**src/sv/dlr_pkg.sv**
```systemverilog
package dlr_pkg;

  // Field widths
  localparam int COORD_W  = 20;  // signed Q11.8 endpoint
  localparam int DELTA_W  = 21;  // endpoint difference, also |d| and steps
  localparam int ACC_W    = 32;  // signed Q.16 position accumulator
  localparam int INC_W    = 18;  // signed Q.16 increment
  localparam int QUO_W    = 17;  // increment magnitude, at most 1.0 in Q.16
  localparam int REM_W    = DELTA_W + 1;
  localparam int DIV_CNT_W = $clog2(QUO_W);
  localparam int FRAC_W   = 8;   // fraction bits of the endpoints
  localparam int TRUNC_W  = ACC_W - 16;
  localparam int CNT_W    = 14;
  localparam int COLOUR_W = 32;
  localparam int DIM_W    = 13;
  localparam int PIX_W    = 12;
  localparam int ADDR_W   = 24;
  localparam int PROD_W   = 2 * DIM_W;

  // Pixel count cap per line
  localparam logic [CNT_W-1:0] MAX_LINE_PIXELS = 14'd10000;

  // Screen size after reset
  localparam logic [DIM_W-1:0] WIDTH_RESET  = 13'd640;
  localparam logic [DIM_W-1:0] HEIGHT_RESET = 13'd480;

  // Configuration register indexes
  localparam int CFG_IDX_W = 2;
  localparam logic [CFG_IDX_W-1:0] CFG_SCREEN_WIDTH  = 2'd0;
  localparam logic [CFG_IDX_W-1:0] CFG_SCREEN_HEIGHT = 2'd1;

  // Request function codes
  localparam logic FUNC_BEGIN = 1'b0;
  localparam logic FUNC_TICK  = 1'b1;

  // Queued request kinds
  localparam int KIND_W = 2;
  localparam logic [KIND_W-1:0] KIND_TICK  = 2'd0;
  localparam logic [KIND_W-1:0] KIND_BEGIN = 2'd1;
  localparam logic [KIND_W-1:0] KIND_DROP  = 2'd2;

  typedef struct packed {
    logic [KIND_W-1:0]         kind;
    logic signed [COORD_W-1:0] start_x;
    logic signed [COORD_W-1:0] start_y;
    logic signed [COORD_W-1:0] stop_x;
    logic signed [COORD_W-1:0] stop_y;
    logic [COLOUR_W-1:0]       colour;
  } entry_t;

endpackage

```
**src/sv/dda_line_rasterizer_unit.sv**
```systemverilog
// Channel | Direction | Handshake                | Payload
// in      | input     | in_valid / in_ready      | func, endpoints, behind flags, colour
// out     | output    | out_valid / out_ready    | pixel x/y, address, write enable, colour, last
// cfg     | input     | cfg_valid / cfg_ready    | cfg_index, cfg_wdata (always ready)
//
// Requests pass through a two-entry queue to a sequencer that handles one at a time.
// A begin request stays in the sequencer until the bit-serial increment divider finishes.
// A tick that draws steps through dequeue, position sample, clip and row multiply,
// address add; a tick with no line or a drop is done at dequeue.
// Reset (rst_n low, synchronous) empties the queue and output register, ends any
// line, and sets the screen to 640 x 480.
// An output stall holds the sequencer in its last pixel cycle; the queue keeps
// taking requests until full.
module dda_line_rasterizer_unit (
  input  logic                                 clk,
  input  logic                                 rst_n,
  input  logic                                 in_valid,
  output logic                                 in_ready,
  input  logic                                 in_func,
  input  logic signed [dlr_pkg::COORD_W-1:0]   in_start_x,
  input  logic signed [dlr_pkg::COORD_W-1:0]   in_start_y,
  input  logic signed [dlr_pkg::COORD_W-1:0]   in_stop_x,
  input  logic signed [dlr_pkg::COORD_W-1:0]   in_stop_y,
  input  logic                                 in_start_behind,
  input  logic                                 in_stop_behind,
  input  logic [dlr_pkg::COLOUR_W-1:0]         in_line_colour_in,
  output logic                                 out_valid,
  input  logic                                 out_ready,
  output logic signed [dlr_pkg::PIX_W-1:0]     out_pixel_x,
  output logic signed [dlr_pkg::PIX_W-1:0]     out_pixel_y,
  output logic [dlr_pkg::ADDR_W-1:0]           out_pixel_addr,
  output logic                                 out_write_enable,
  output logic [dlr_pkg::COLOUR_W-1:0]         out_pixel_colour,
  output logic                                 out_last_pixel,
  input  logic                                 cfg_valid,
  output logic                                 cfg_ready,
  input  logic [dlr_pkg::CFG_IDX_W-1:0]        cfg_index,
  input  logic [dlr_pkg::DIM_W-1:0]            cfg_wdata
);

  logic [dlr_pkg::DIM_W-1:0] screen_width_r;
  logic [dlr_pkg::DIM_W-1:0] screen_height_r;
  logic                      q_valid;
  logic                      q_pop;
  dlr_pkg::entry_t           q_head;

  // Configuration registers
  assign cfg_ready = 1'b1;

  always_ff @(posedge clk) begin
    if (!rst_n) begin
      screen_width_r  <= dlr_pkg::WIDTH_RESET;
      screen_height_r <= dlr_pkg::HEIGHT_RESET;
    end else if (cfg_valid) begin
      case (cfg_index)
        dlr_pkg::CFG_SCREEN_WIDTH:  screen_width_r  <= cfg_wdata;
        dlr_pkg::CFG_SCREEN_HEIGHT: screen_height_r <= cfg_wdata;
        default: ;
      endcase
    end
  end

  dlr_front u_front (
    .clk               (clk),
    .rst_n             (rst_n),
    .in_valid          (in_valid),
    .in_ready          (in_ready),
    .in_func           (in_func),
    .in_start_x        (in_start_x),
    .in_start_y        (in_start_y),
    .in_stop_x         (in_stop_x),
    .in_stop_y         (in_stop_y),
    .in_start_behind   (in_start_behind),
    .in_stop_behind    (in_stop_behind),
    .in_line_colour_in (in_line_colour_in),
    .q_valid           (q_valid),
    .q_head            (q_head),
    .q_pop             (q_pop)
  );

  dlr_back u_back (
    .clk              (clk),
    .rst_n            (rst_n),
    .q_valid          (q_valid),
    .q_head           (q_head),
    .q_pop            (q_pop),
    .screen_width     (screen_width_r),
    .screen_height    (screen_height_r),
    .out_valid        (out_valid),
    .out_ready        (out_ready),
    .out_pixel_x      (out_pixel_x),
    .out_pixel_y      (out_pixel_y),
    .out_pixel_addr   (out_pixel_addr),
    .out_write_enable (out_write_enable),
    .out_pixel_colour (out_pixel_colour),
    .out_last_pixel   (out_last_pixel)
  );

endmodule

```
**src/sv/dlr_front.sv**
```systemverilog
module dlr_front (
  input  logic                                 clk,
  input  logic                                 rst_n,
  input  logic                                 in_valid,
  output logic                                 in_ready,
  input  logic                                 in_func,
  input  logic signed [dlr_pkg::COORD_W-1:0]   in_start_x,
  input  logic signed [dlr_pkg::COORD_W-1:0]   in_start_y,
  input  logic signed [dlr_pkg::COORD_W-1:0]   in_stop_x,
  input  logic signed [dlr_pkg::COORD_W-1:0]   in_stop_y,
  input  logic                                 in_start_behind,
  input  logic                                 in_stop_behind,
  input  logic [dlr_pkg::COLOUR_W-1:0]         in_line_colour_in,
  output logic                                 q_valid,
  output dlr_pkg::entry_t                      q_head,
  input  logic                                 q_pop
);

  localparam int DEPTH = 2;

  dlr_pkg::entry_t entry_r [DEPTH];
  dlr_pkg::entry_t new_entry;
  logic            wr_ptr_r;
  logic            rd_ptr_r;
  logic [1:0]      count_r;
  logic            push;

  // Classify the request
  always_comb begin
    new_entry.start_x = in_start_x;
    new_entry.start_y = in_start_y;
    new_entry.stop_x  = in_stop_x;
    new_entry.stop_y  = in_stop_y;
    new_entry.colour  = in_line_colour_in;
    if (in_func == dlr_pkg::FUNC_TICK) begin
      new_entry.kind = dlr_pkg::KIND_TICK;
    end else if (in_start_behind || in_stop_behind) begin
      new_entry.kind = dlr_pkg::KIND_DROP;
    end else begin
      new_entry.kind = dlr_pkg::KIND_BEGIN;
    end
  end

  assign in_ready = (count_r != 2'(DEPTH));
  assign push     = in_valid && in_ready;
  assign q_valid  = (count_r != 2'd0);
  assign q_head   = entry_r[rd_ptr_r];

  // Queue pointers
  always_ff @(posedge clk) begin
    if (!rst_n) begin
      wr_ptr_r <= 1'b0;
      rd_ptr_r <= 1'b0;
      count_r  <= 2'd0;
    end else begin
      if (push) begin
        wr_ptr_r <= ~wr_ptr_r;
      end
      if (q_pop) begin
        rd_ptr_r <= ~rd_ptr_r;
      end
      if (push && !q_pop) begin
        count_r <= count_r + 2'd1;
      end else if (!push && q_pop) begin
        count_r <= count_r - 2'd1;
      end
    end
  end

  // Queue storage
  always_ff @(posedge clk) begin
    if (push) begin
      entry_r[wr_ptr_r] <= new_entry;
    end
  end

endmodule

```
**src/sv/dlr_div.sv**
```systemverilog
module dlr_div (
  input  logic                          clk,
  input  logic                          rst_n,
  input  logic                          start,
  input  logic [dlr_pkg::DELTA_W-1:0]   num,
  input  logic [dlr_pkg::DELTA_W-1:0]   den,
  output logic                          done,
  output logic [dlr_pkg::QUO_W-1:0]     quo
);

  // Restoring division of (num << 16) by den, num <= den, one bit a cycle
  logic                            busy_r;
  logic                            done_r;
  logic [dlr_pkg::DIV_CNT_W-1:0]   cnt_r;
  logic [dlr_pkg::REM_W-1:0]       rem_r;
  logic [dlr_pkg::DELTA_W-1:0]     den_r;
  logic [dlr_pkg::QUO_W-1:0]       quo_r;
  logic [dlr_pkg::REM_W:0]         diff;
  logic                            ge;
  logic [dlr_pkg::REM_W-1:0]       rem_after;

  assign diff      = {1'b0, rem_r} - {2'b00, den_r};
  assign ge        = !diff[dlr_pkg::REM_W];
  assign rem_after = ge ? diff[dlr_pkg::REM_W-1:0] : rem_r;

  // Control
  always_ff @(posedge clk) begin
    if (!rst_n) begin
      busy_r <= 1'b0;
      done_r <= 1'b0;
      cnt_r  <= '0;
    end else begin
      done_r <= 1'b0;
      if (start) begin
        busy_r <= 1'b1;
        cnt_r  <= dlr_pkg::DIV_CNT_W'(dlr_pkg::QUO_W - 1);
      end else if (busy_r) begin
        cnt_r <= cnt_r - 1'b1;
        if (cnt_r == '0) begin
          busy_r <= 1'b0;
          done_r <= 1'b1;
        end
      end
    end
  end

  // Datapath
  always_ff @(posedge clk) begin
    if (start) begin
      rem_r <= {1'b0, num};
      den_r <= den;
      quo_r <= '0;
    end else if (busy_r) begin
      quo_r <= {quo_r[dlr_pkg::QUO_W-2:0], ge};
      rem_r <= {rem_after[dlr_pkg::REM_W-2:0], 1'b0};
    end
  end

  assign done = done_r;
  assign quo  = quo_r;

endmodule

```
**src/sv/dlr_back.sv**
```systemverilog
module dlr_back (
  input  logic                                 clk,
  input  logic                                 rst_n,
  input  logic                                 q_valid,
  input  dlr_pkg::entry_t                      q_head,
  output logic                                 q_pop,
  input  logic [dlr_pkg::DIM_W-1:0]            screen_width,
  input  logic [dlr_pkg::DIM_W-1:0]            screen_height,
  output logic                                 out_valid,
  input  logic                                 out_ready,
  output logic signed [dlr_pkg::PIX_W-1:0]     out_pixel_x,
  output logic signed [dlr_pkg::PIX_W-1:0]     out_pixel_y,
  output logic [dlr_pkg::ADDR_W-1:0]           out_pixel_addr,
  output logic                                 out_write_enable,
  output logic [dlr_pkg::COLOUR_W-1:0]         out_pixel_colour,
  output logic                                 out_last_pixel
);

  localparam logic [2:0] S_IDLE = 3'd0;
  localparam logic [2:0] S_SET1 = 3'd1;
  localparam logic [2:0] S_SET2 = 3'd2;
  localparam logic [2:0] S_DIV  = 3'd3;
  localparam logic [2:0] S_PIX1 = 3'd4;
  localparam logic [2:0] S_PIX2 = 3'd5;
  localparam logic [2:0] S_PIX3 = 3'd6;

  logic [2:0]                        state_r;
  logic [2:0]                        state_nxt;

  // Line state
  logic                              line_active_r;
  logic [dlr_pkg::CNT_W-1:0]         pixels_left_r;
  logic [dlr_pkg::ACC_W-1:0]         pos_x_acc_r;
  logic [dlr_pkg::ACC_W-1:0]         pos_y_acc_r;
  logic [dlr_pkg::INC_W-1:0]         inc_x_r;
  logic [dlr_pkg::INC_W-1:0]         inc_y_r;
  logic [dlr_pkg::COLOUR_W-1:0]      held_colour_r;

  // Setup working registers
  logic [dlr_pkg::DELTA_W-1:0]       dx_r;
  logic [dlr_pkg::DELTA_W-1:0]       dy_r;
  logic [dlr_pkg::DELTA_W-1:0]       adx_r;
  logic [dlr_pkg::DELTA_W-1:0]       ady_r;
  logic                              neg_x_r;
  logic                              neg_y_r;
  logic                              steps_zero_r;
  logic [dlr_pkg::DELTA_W-1:0]       steps;
  logic [dlr_pkg::CNT_W-1:0]         count_raw;
  logic [dlr_pkg::CNT_W-1:0]         count_sel;

  // Divider hookup
  logic                              div_start;
  logic                              done_x;
  logic                              done_y;
  logic [dlr_pkg::QUO_W-1:0]         quo_x;
  logic [dlr_pkg::QUO_W-1:0]         quo_y;
  logic [dlr_pkg::INC_W-1:0]         mag_x;
  logic [dlr_pkg::INC_W-1:0]         mag_y;

  // Pixel pipeline
  logic [dlr_pkg::TRUNC_W-1:0]       xt_nxt;
  logic [dlr_pkg::TRUNC_W-1:0]       yt_nxt;
  logic [dlr_pkg::TRUNC_W-1:0]       xt_r;
  logic [dlr_pkg::TRUNC_W-1:0]       yt_r;
  logic                              last_r;
  logic                              we_r;
  logic [dlr_pkg::PROD_W-1:0]        prod_r;
  logic [dlr_pkg::PROD_W-1:0]        addr_sum;

  // Output register
  logic                              out_valid_r;
  logic signed [dlr_pkg::PIX_W-1:0]  out_x_r;
  logic signed [dlr_pkg::PIX_W-1:0]  out_y_r;
  logic [dlr_pkg::ADDR_W-1:0]        out_addr_r;
  logic                              out_we_r;
  logic [dlr_pkg::COLOUR_W-1:0]      out_colour_r;
  logic                              out_last_r;
  logic                              out_free;

  assign out_free  = !out_valid_r || out_ready;
  assign q_pop     = (state_r == S_IDLE) && q_valid;
  assign div_start = (state_r == S_SET2);

  // Sequencer
  always_comb begin
    state_nxt = state_r;
    case (state_r)
      S_IDLE: begin
        if (q_valid) begin
          if (q_head.kind == dlr_pkg::KIND_BEGIN) begin
            state_nxt = S_SET1;
          end else if (q_head.kind == dlr_pkg::KIND_TICK && line_active_r) begin
            state_nxt = S_PIX1;
          end
        end
      end
      S_SET1: state_nxt = S_SET2;
      S_SET2: state_nxt = S_DIV;
      S_DIV: begin
        if (done_x) begin
          state_nxt = S_IDLE;
        end
      end
      S_PIX1: state_nxt = S_PIX2;
      S_PIX2: state_nxt = S_PIX3;
      S_PIX3: begin
        if (out_free) begin
          state_nxt = S_IDLE;
        end
      end
      default: state_nxt = S_IDLE;
    endcase
  end

  // Steps and pixel count
  assign steps     = (adx_r >= ady_r) ? adx_r : ady_r;
  assign count_raw = {1'b0, steps[dlr_pkg::DELTA_W-1:dlr_pkg::FRAC_W]} + 1'b1;
  assign count_sel = (count_raw > dlr_pkg::MAX_LINE_PIXELS) ?
                     dlr_pkg::MAX_LINE_PIXELS : count_raw;

  dlr_div u_div_x (
    .clk   (clk),
    .rst_n (rst_n),
    .start (div_start),
    .num   (adx_r),
    .den   (steps),
    .done  (done_x),
    .quo   (quo_x)
  );

  dlr_div u_div_y (
    .clk   (clk),
    .rst_n (rst_n),
    .start (div_start),
    .num   (ady_r),
    .den   (steps),
    .done  (done_y),
    .quo   (quo_y)
  );

  // Increment magnitudes; a zero-length line does not move
  assign mag_x = steps_zero_r ? '0 : {1'b0, quo_x};
  assign mag_y = steps_zero_r ? '0 : {1'b0, quo_y};

  // Truncate positions toward zero
  assign xt_nxt = pos_x_acc_r[dlr_pkg::ACC_W-1:16] +
                  dlr_pkg::TRUNC_W'(pos_x_acc_r[dlr_pkg::ACC_W-1] && (pos_x_acc_r[15:0] != '0));
  assign yt_nxt = pos_y_acc_r[dlr_pkg::ACC_W-1:16] +
                  dlr_pkg::TRUNC_W'(pos_y_acc_r[dlr_pkg::ACC_W-1] && (pos_y_acc_r[15:0] != '0));

  assign addr_sum = prod_r + {{(dlr_pkg::PROD_W-dlr_pkg::DIM_W){1'b0}},
                              xt_r[dlr_pkg::DIM_W-1:0]};

  // Control state
  always_ff @(posedge clk) begin
    if (!rst_n) begin
      state_r       <= S_IDLE;
      line_active_r <= 1'b0;
      pixels_left_r <= '0;
      out_valid_r   <= 1'b0;
    end else begin
      state_r <= state_nxt;
      if (q_pop && q_head.kind == dlr_pkg::KIND_DROP) begin
        line_active_r <= 1'b0;
        pixels_left_r <= '0;
      end else if (state_r == S_SET2) begin
        line_active_r <= (count_sel != '0);
        pixels_left_r <= count_sel;
      end else if (state_r == S_PIX1) begin
        pixels_left_r <= pixels_left_r - 1'b1;
        if (pixels_left_r == dlr_pkg::CNT_W'(1)) begin
          line_active_r <= 1'b0;
        end
      end
      if (state_r == S_PIX3 && out_free) begin
        out_valid_r <= 1'b1;
      end else if (out_ready) begin
        out_valid_r <= 1'b0;
      end
    end
  end

  // Datapath
  always_ff @(posedge clk) begin
    // Begin request: load start point and colour, take differences
    if (q_pop && q_head.kind == dlr_pkg::KIND_BEGIN) begin
      dx_r <= {q_head.stop_x[dlr_pkg::COORD_W-1], q_head.stop_x} -
              {q_head.start_x[dlr_pkg::COORD_W-1], q_head.start_x};
      dy_r <= {q_head.stop_y[dlr_pkg::COORD_W-1], q_head.stop_y} -
              {q_head.start_y[dlr_pkg::COORD_W-1], q_head.start_y};
      pos_x_acc_r <= {{(dlr_pkg::ACC_W-dlr_pkg::COORD_W-dlr_pkg::FRAC_W)
                       {q_head.start_x[dlr_pkg::COORD_W-1]}},
                      q_head.start_x, {dlr_pkg::FRAC_W{1'b0}}};
      pos_y_acc_r <= {{(dlr_pkg::ACC_W-dlr_pkg::COORD_W-dlr_pkg::FRAC_W)
                       {q_head.start_y[dlr_pkg::COORD_W-1]}},
                      q_head.start_y, {dlr_pkg::FRAC_W{1'b0}}};
      held_colour_r <= q_head.colour;
    end
    // Magnitudes and signs
    if (state_r == S_SET1) begin
      neg_x_r <= dx_r[dlr_pkg::DELTA_W-1];
      neg_y_r <= dy_r[dlr_pkg::DELTA_W-1];
      adx_r   <= dx_r[dlr_pkg::DELTA_W-1] ? -dx_r : dx_r;
      ady_r   <= dy_r[dlr_pkg::DELTA_W-1] ? -dy_r : dy_r;
    end
    if (state_r == S_SET2) begin
      steps_zero_r <= (steps == '0);
    end
    // Increments once the quotients are in
    if (state_r == S_DIV && done_x) begin
      inc_x_r <= neg_x_r ? -mag_x : mag_x;
      inc_y_r <= neg_y_r ? -mag_y : mag_y;
    end
    // Pixel: sample position, then step the line
    if (state_r == S_PIX1) begin
      xt_r        <= xt_nxt;
      yt_r        <= yt_nxt;
      last_r      <= (pixels_left_r == dlr_pkg::CNT_W'(1));
      pos_x_acc_r <= pos_x_acc_r + {{(dlr_pkg::ACC_W-dlr_pkg::INC_W){inc_x_r[dlr_pkg::INC_W-1]}},
                                    inc_x_r};
      pos_y_acc_r <= pos_y_acc_r + {{(dlr_pkg::ACC_W-dlr_pkg::INC_W){inc_y_r[dlr_pkg::INC_W-1]}},
                                    inc_y_r};
    end
    // Clip test and row offset
    if (state_r == S_PIX2) begin
      we_r   <= !xt_r[dlr_pkg::TRUNC_W-1] && !yt_r[dlr_pkg::TRUNC_W-1] &&
                (xt_r[dlr_pkg::TRUNC_W-2:0] <
                 {{(dlr_pkg::TRUNC_W-1-dlr_pkg::DIM_W){1'b0}}, screen_width}) &&
                (yt_r[dlr_pkg::TRUNC_W-2:0] <
                 {{(dlr_pkg::TRUNC_W-1-dlr_pkg::DIM_W){1'b0}}, screen_height});
      prod_r <= yt_r[dlr_pkg::DIM_W-1:0] * screen_width;
    end
    // Result into the output register
    if (state_r == S_PIX3 && out_free) begin
      out_x_r      <= xt_r[dlr_pkg::PIX_W-1:0];
      out_y_r      <= yt_r[dlr_pkg::PIX_W-1:0];
      out_addr_r   <= we_r ? addr_sum[dlr_pkg::ADDR_W-1:0] : '0;
      out_we_r     <= we_r;
      out_colour_r <= held_colour_r;
      out_last_r   <= last_r;
    end
  end

  assign out_valid        = out_valid_r;
  assign out_pixel_x      = out_x_r;
  assign out_pixel_y      = out_y_r;
  assign out_pixel_addr   = out_addr_r;
  assign out_write_enable = out_we_r;
  assign out_pixel_colour = out_colour_r;
  assign out_last_pixel   = out_last_r;

  // Both dividers run in lock step and only answer during setup
  assert property (@(posedge clk) disable iff (!rst_n) done_x == done_y)
    else $error("dividers out of step");
  assert property (@(posedge clk) disable iff (!rst_n) done_x |-> state_r == S_DIV)
    else $error("divider result outside setup");
  // Active flag tracks the remaining pixel count
  assert property (@(posedge clk) disable iff (!rst_n)
                   line_active_r == (pixels_left_r != '0))
    else $error("line_active and pixels_left disagree");
  // A pending result is never overwritten
  assert property (@(posedge clk) disable iff (!rst_n)
                   (state_r == S_PIX3 && !out_free) |=> state_r == S_PIX3 && out_valid_r)
    else $error("pixel dropped under output stall");
  // Queue is not popped while a request is in progress
  assert property (@(posedge clk) disable iff (!rst_n) q_pop |-> state_r == S_IDLE)
    else $error("queue popped while busy");

endmodule
```
**config.mk**
```make
export PLATFORM = sky130hd
export DESIGN_NAME = dda_line_rasterizer_unit
export DESIGN_NICKNAME = d
export VERILOG_FILES = /design/src/sv/dlr_pkg.sv /design/src/sv/dda_line_rasterizer_unit.sv /design/src/sv/dlr_front.sv /design/src/sv/dlr_div.sv /design/src/sv/dlr_back.sv
export SDC_FILE = /design/constraint.sdc
export NUM_CORES = 2
export LEC_CHECK = 0
export BUFFER_PORTS_ARGS = -buffer_cell sky130_fd_sc_hd__buf_2
export CELL_PAD_IN_SITES_DETAIL_PLACEMENT = 0
export CELL_PAD_IN_SITES_GLOBAL_PLACEMENT = 1
export CORE_MARGIN = 5
export CORE_UTILIZATION = 51
export CTS_CLUSTER_SIZE = 25
export DETAILED_ROUTE_END_ITERATION = 8
export GPL_TIMING_DRIVEN = 0
export PLACE_DENSITY_LB_ADDON = 0.2
export SLEW_MARGIN = 30
export SYNTH_ARGS = -nofsm -noshare
export SYNTH_HDL_FRONTEND = slang
export SYNTH_SLANG_ARGS = --single-unit
```
**constraint.sdc**
```tcl
create_clock -name clk -period 7.75 [get_ports clk]
set_input_delay 0.3875 -clock clk [delete_from_list [all_inputs] [get_ports clk]]
set_output_delay 0.3875 -clock clk [all_outputs]
set_load 0.02 [all_outputs]
```
==> summary.md <==
| Metric | Value |
|---|---|
| Period utilization | `0.843` |
| Fmax | `153 MHz` |
| CP endpoint kind | `flop` |
| # IOs | `220` |
| Setup Fix Bufs, Post-CTS | `0` |
| Avg Cell Area, Syn | `11.3 um2` |
| Gate Count Post-Synth | `3850` |
| Hold_sp | `in_func` |
| Number of max-cap violations | `0` |
| Clock skew | `0.0545 ns` |
| Min-delay worst type | `input pin to flop` |
| Gr ovfl total | `0` |
| DRT Pass-1 Iters | `5` |
| Worst-path clk slew | `0.06 ns` |
| Most frequent cells in the layout | `edfxtp_1 (650), nand2_1 (331), inv_1 (294)` |
| Final Setup Violations | `0` |
| Vias per cell | `5.52` |
| Setup CP Type | `flop to flop` |
| Leakage | `0.0199 uW` |
| Top cell type's share of synthesized area | `0.450` |
| CP peak stage delay | `0.75 ns` |
| Hold Path Cell Cnt | `2` |
| Unrepaired setup endpoints after global routing | `no` |
| Critical path's top delay family | `adder cells` |
| Largest net degree at the start of global routing | `46` |
| Post-synthesis cell type count | `86` |
| Status | `completed` |
| CP Max Fanout | `10` |
| Port bufs | `218` |
| Worst-path cell chain | `clkbuf_1 -> nand2_1 -> fa_1 -> inv_1 -> fa_1 -> ha_1 -> ha_1 -> inv_1 -> fa_1 -> inv_1 -> fa_1 -> a21o_1 -> a21oi_1 -> nor2b_1 -> o21a_1 -> o211ai_1 -> a31oi_1 -> and4_1 -> a2111oi_2 -> a21oi_1 -> xor2_1` |
| Worst reg-to-reg path cell count | `21` |
| Largest vdd supply drop | `0.257 mV` |
| Async set-reset flop share out of synthesis | `0` |
| Reg2Reg Launch Point | `u_back.yt_r[3]$_DFFE_PP_` |
| Dpl hpwl | `84800 um` |
| Register area share after synthesis | `0.496` |
| Endpoint, Worst Hold | `u_front.entry_r[0][113]$_DFFE_PP_` |
| Initial core utilization | `0.512` |
| CP arrival | `6.92 ns` |
| Yosys warns | `0` |
| Layout area overhead | `16.4%` |
| TritonCTS buffer count | `83` |
| Synth area leaders | `edfxtp_1 (45%), ha_1 (8.1%), fa_1 (5.9%), dfxtp_1 (4.6%), xnor2_1 (3.1%)` |
| Slew @ Worst Pin | `1.10 ns` |
| Number of buffers and inverters on the critical path | `4` |
| R2r endpoint | `u_back.prod_r[22]$_DFFE_PP_` |
| RePlAce Congestion | `0.900` |
| Final core occ | `0.596` |
| GRT Total Usage | `0.244` |
| Core Area | `84700 um2` |
| # clock sinks | `749` |
| TNS Setup | `0 ns` |
| Relative max-transition margin | `0.264` |
| EDFF count, synth | `650` |
| Dominant synthesized flop cell | `edfxtp_1` |
| H-tree levels | `3` |
| FF-to-FF setup slack | `1.22 ns` |
| Initial antenna violation count | `6` |
| ANT nets after route | `0` |
| CP required | `8.13 ns` |
| Cell taking the most area after synthesis | `edfxtp_1` |
| # hold bufs at CTS | `125` |
| Number of global-route vias before repair | `30300` |
| Startpoint Class | `flop` |
| Die width | `302 um` |
| Routed via count | `30500` |
| Cell Area, Synth | `43400 um2` |
| Net Count, Synth | `4393` |
| Initial DRC Count | `2261` |
| Share of cells above drive strength 1 | `0.116` |
| First-pass GRT wire length | `172000 um` |
| Total Wirelength | `111000 um` |
| CTS tree | `done` |
| DIE AREA | `91000 um2` |
| FP Rows | `107` |
| Number of remaining DRC errors | `0` |
| Tmin final | `6.53 ns` |
| Pwr Density | `353 nW/um2` |
| Clk root buf | `clkbuf_16` |
| Slowest cell on crit path | `edfxtp_1` |
| Final hold vios | `0` |
| Synth Register Bits | `749` |
| Worst skew pair latency | `0.66 ns` |
| Per-cell routed wire length | `20.1 um` |
| Most used cell along the critical path | `fa_1` |
| Finished layout cell area | `50500 um2` |
| Final #Nets | `4849` |
| Gates resized, CTS repair | `0` |
| DP Area | `46500 um2` |
| Die Y | `302 um` |
| Most common cell after layout, fill and taps aside | `edfxtp_1` |
| CTS max path bufs | `3` |
| Final slew viol count | `0` |
## per-stage QoR
step                      total power (uW)  hold slack, ns  cells  setup WS (ns)
after floorplan                      11600           0.400   3850          0.861
after global placement               13700           0.402   5212          -2.94
after detailed placement             13800           0.406   5240           1.24
after CTS                            17900          0.0867   5516           1.16
after global routing                 19100           0.112   5518          0.742
final                                17800           0.126   5519           1.22
## area by class of cell
class | instances | area (um2)
fill | 7104 | 34300
sequential | 749 | 21500
multi-input combinational | 2681 | 20300
timing repair buffer | 371 | 2860
clock buffer | 109 | 2250
tap | 1144 | 1430
inverter | 295 | 1110
clock inverter | 42 | 514
buffer | 125 | 509
antenna | 3 | 7.51
## worst reg2reg max path, cell delays in order (launching register included)
cell and delay, ns:
edfxtp_1 0.75, clkbuf_1 0.48, nand2_1 0.15, fa_1 0.53, inv_1 0.06, fa_1 0.48
ha_1 0.31, ha_1 0.29, inv_1 0.06, fa_1 0.52, inv_1 0.06, fa_1 0.45
a21o_1 0.18, a21oi_1 0.23, nor2b_1 0.07, o21a_1 0.20, o211ai_1 0.31, a31oi_1 0.18
and4_1 0.25, a2111oi_2 0.41, a21oi_1 0.14, xor2_1 0.15
## cells in the mapped netlist, types with 13 or more instances
library cell	n
xor2_1	89
or3_1	31
nand4_1	29
nand2_1	331
inv_1	294
ha_1	281
or2_2	13
mux2_2	86
nor2_1	285
nor4_1	24
clkbuf_1	100
o21ai_0	138
mux2i_1	106
dfxtp_1	99
fa_1	127
o31ai_1	32
a211oi_1	26
nor2b_1	51
a21o_1	62
a21boi_0	33
o21a_1	26
o211ai_1	24
and2_1	95
xnor2_1	153
nor3_1	72
a21oi_1	213
a31oi_1	41
nand2b_1	31
and3_1	37
nand3_1	63
edfxtp_1	650
## worst max path at each step
stage	startpoint	end	slack, ns	cells after the start
CTS	u_back.yt_r[4]$_DFFE_PP_	u_back.prod_r[22]$_DFFE_PP_	1.16	22
detailed placement	u_back.yt_r[3]$_DFFE_PP_	u_back.prod_r[22]$_DFFE_PP_	1.24	21
global route	u_back.yt_r[3]$_DFFE_PP_	u_back.prod_r[22]$_DFFE_PP_	0.74	21
global placement	u_back.state_r[1]$_SDFFE_PN0P_	u_back.out_pixel_colour[4]$_DFFE_PP_	-2.94	3
finish	u_back.yt_r[3]$_DFFE_PP_	u_back.prod_r[22]$_DFFE_PP_	1.22	21
floorplan	u_back.state_r[2]$_SDFFE_PN0P_	u_back.out_last_pixel$_DFFE_PP_	0.86	3
## cell families (layout without fill, tap and decap cells)
kind of cell               Yosys count  after routing  share of synthesized area
AOI/OAI and AO/OA                  723            723                      0.108
xor gates and xnor gates           242            242                     0.0489
muxes                              192            192                     0.0468
buffers and inverters              420            942                     0.0371
DFF                                749            749                      0.496
other                                1              4                  0.0000865
and+or+nand+nor                   1115           1115                      0.124
adders and majority gates          408            408                      0.140
## sequential cells by signal, summed over array words and instances, names as in the netlist, 22 cells and up, named ones only
register / flops
u_front.entry_r: 228
u_back.held_colour_r: 32
u_back.out_pixel_colour: 32
u_back.pos_x_acc_r: 32
u_back.pos_y_acc_r: 32
u_back.out_pixel_addr: 24
u_back.prod_r: 24
u_back.u_div_x.rem_r: 22
u_back.u_div_y.rem_r: 22
## where the power goes
group / leakage [uW] / switching (uW) / internal [uW]
clock network: 0.00133 / 1640 / 2360
registers: 0.00678 / 643 / 5640
logic: 0.0118 / 4430 / 3110
total: 0.0199 / 6710 / 11100
## layer usage
layer	track usage	wire, um	vias to the layer above
met2	0.389	50500	828
met3	0.0442	6910	202
li1	-	-	14800
met5	0	20	-
met4	0.0925	4450	2
met1	0.334	49100	14700
(Power assumes the default switching activity.)
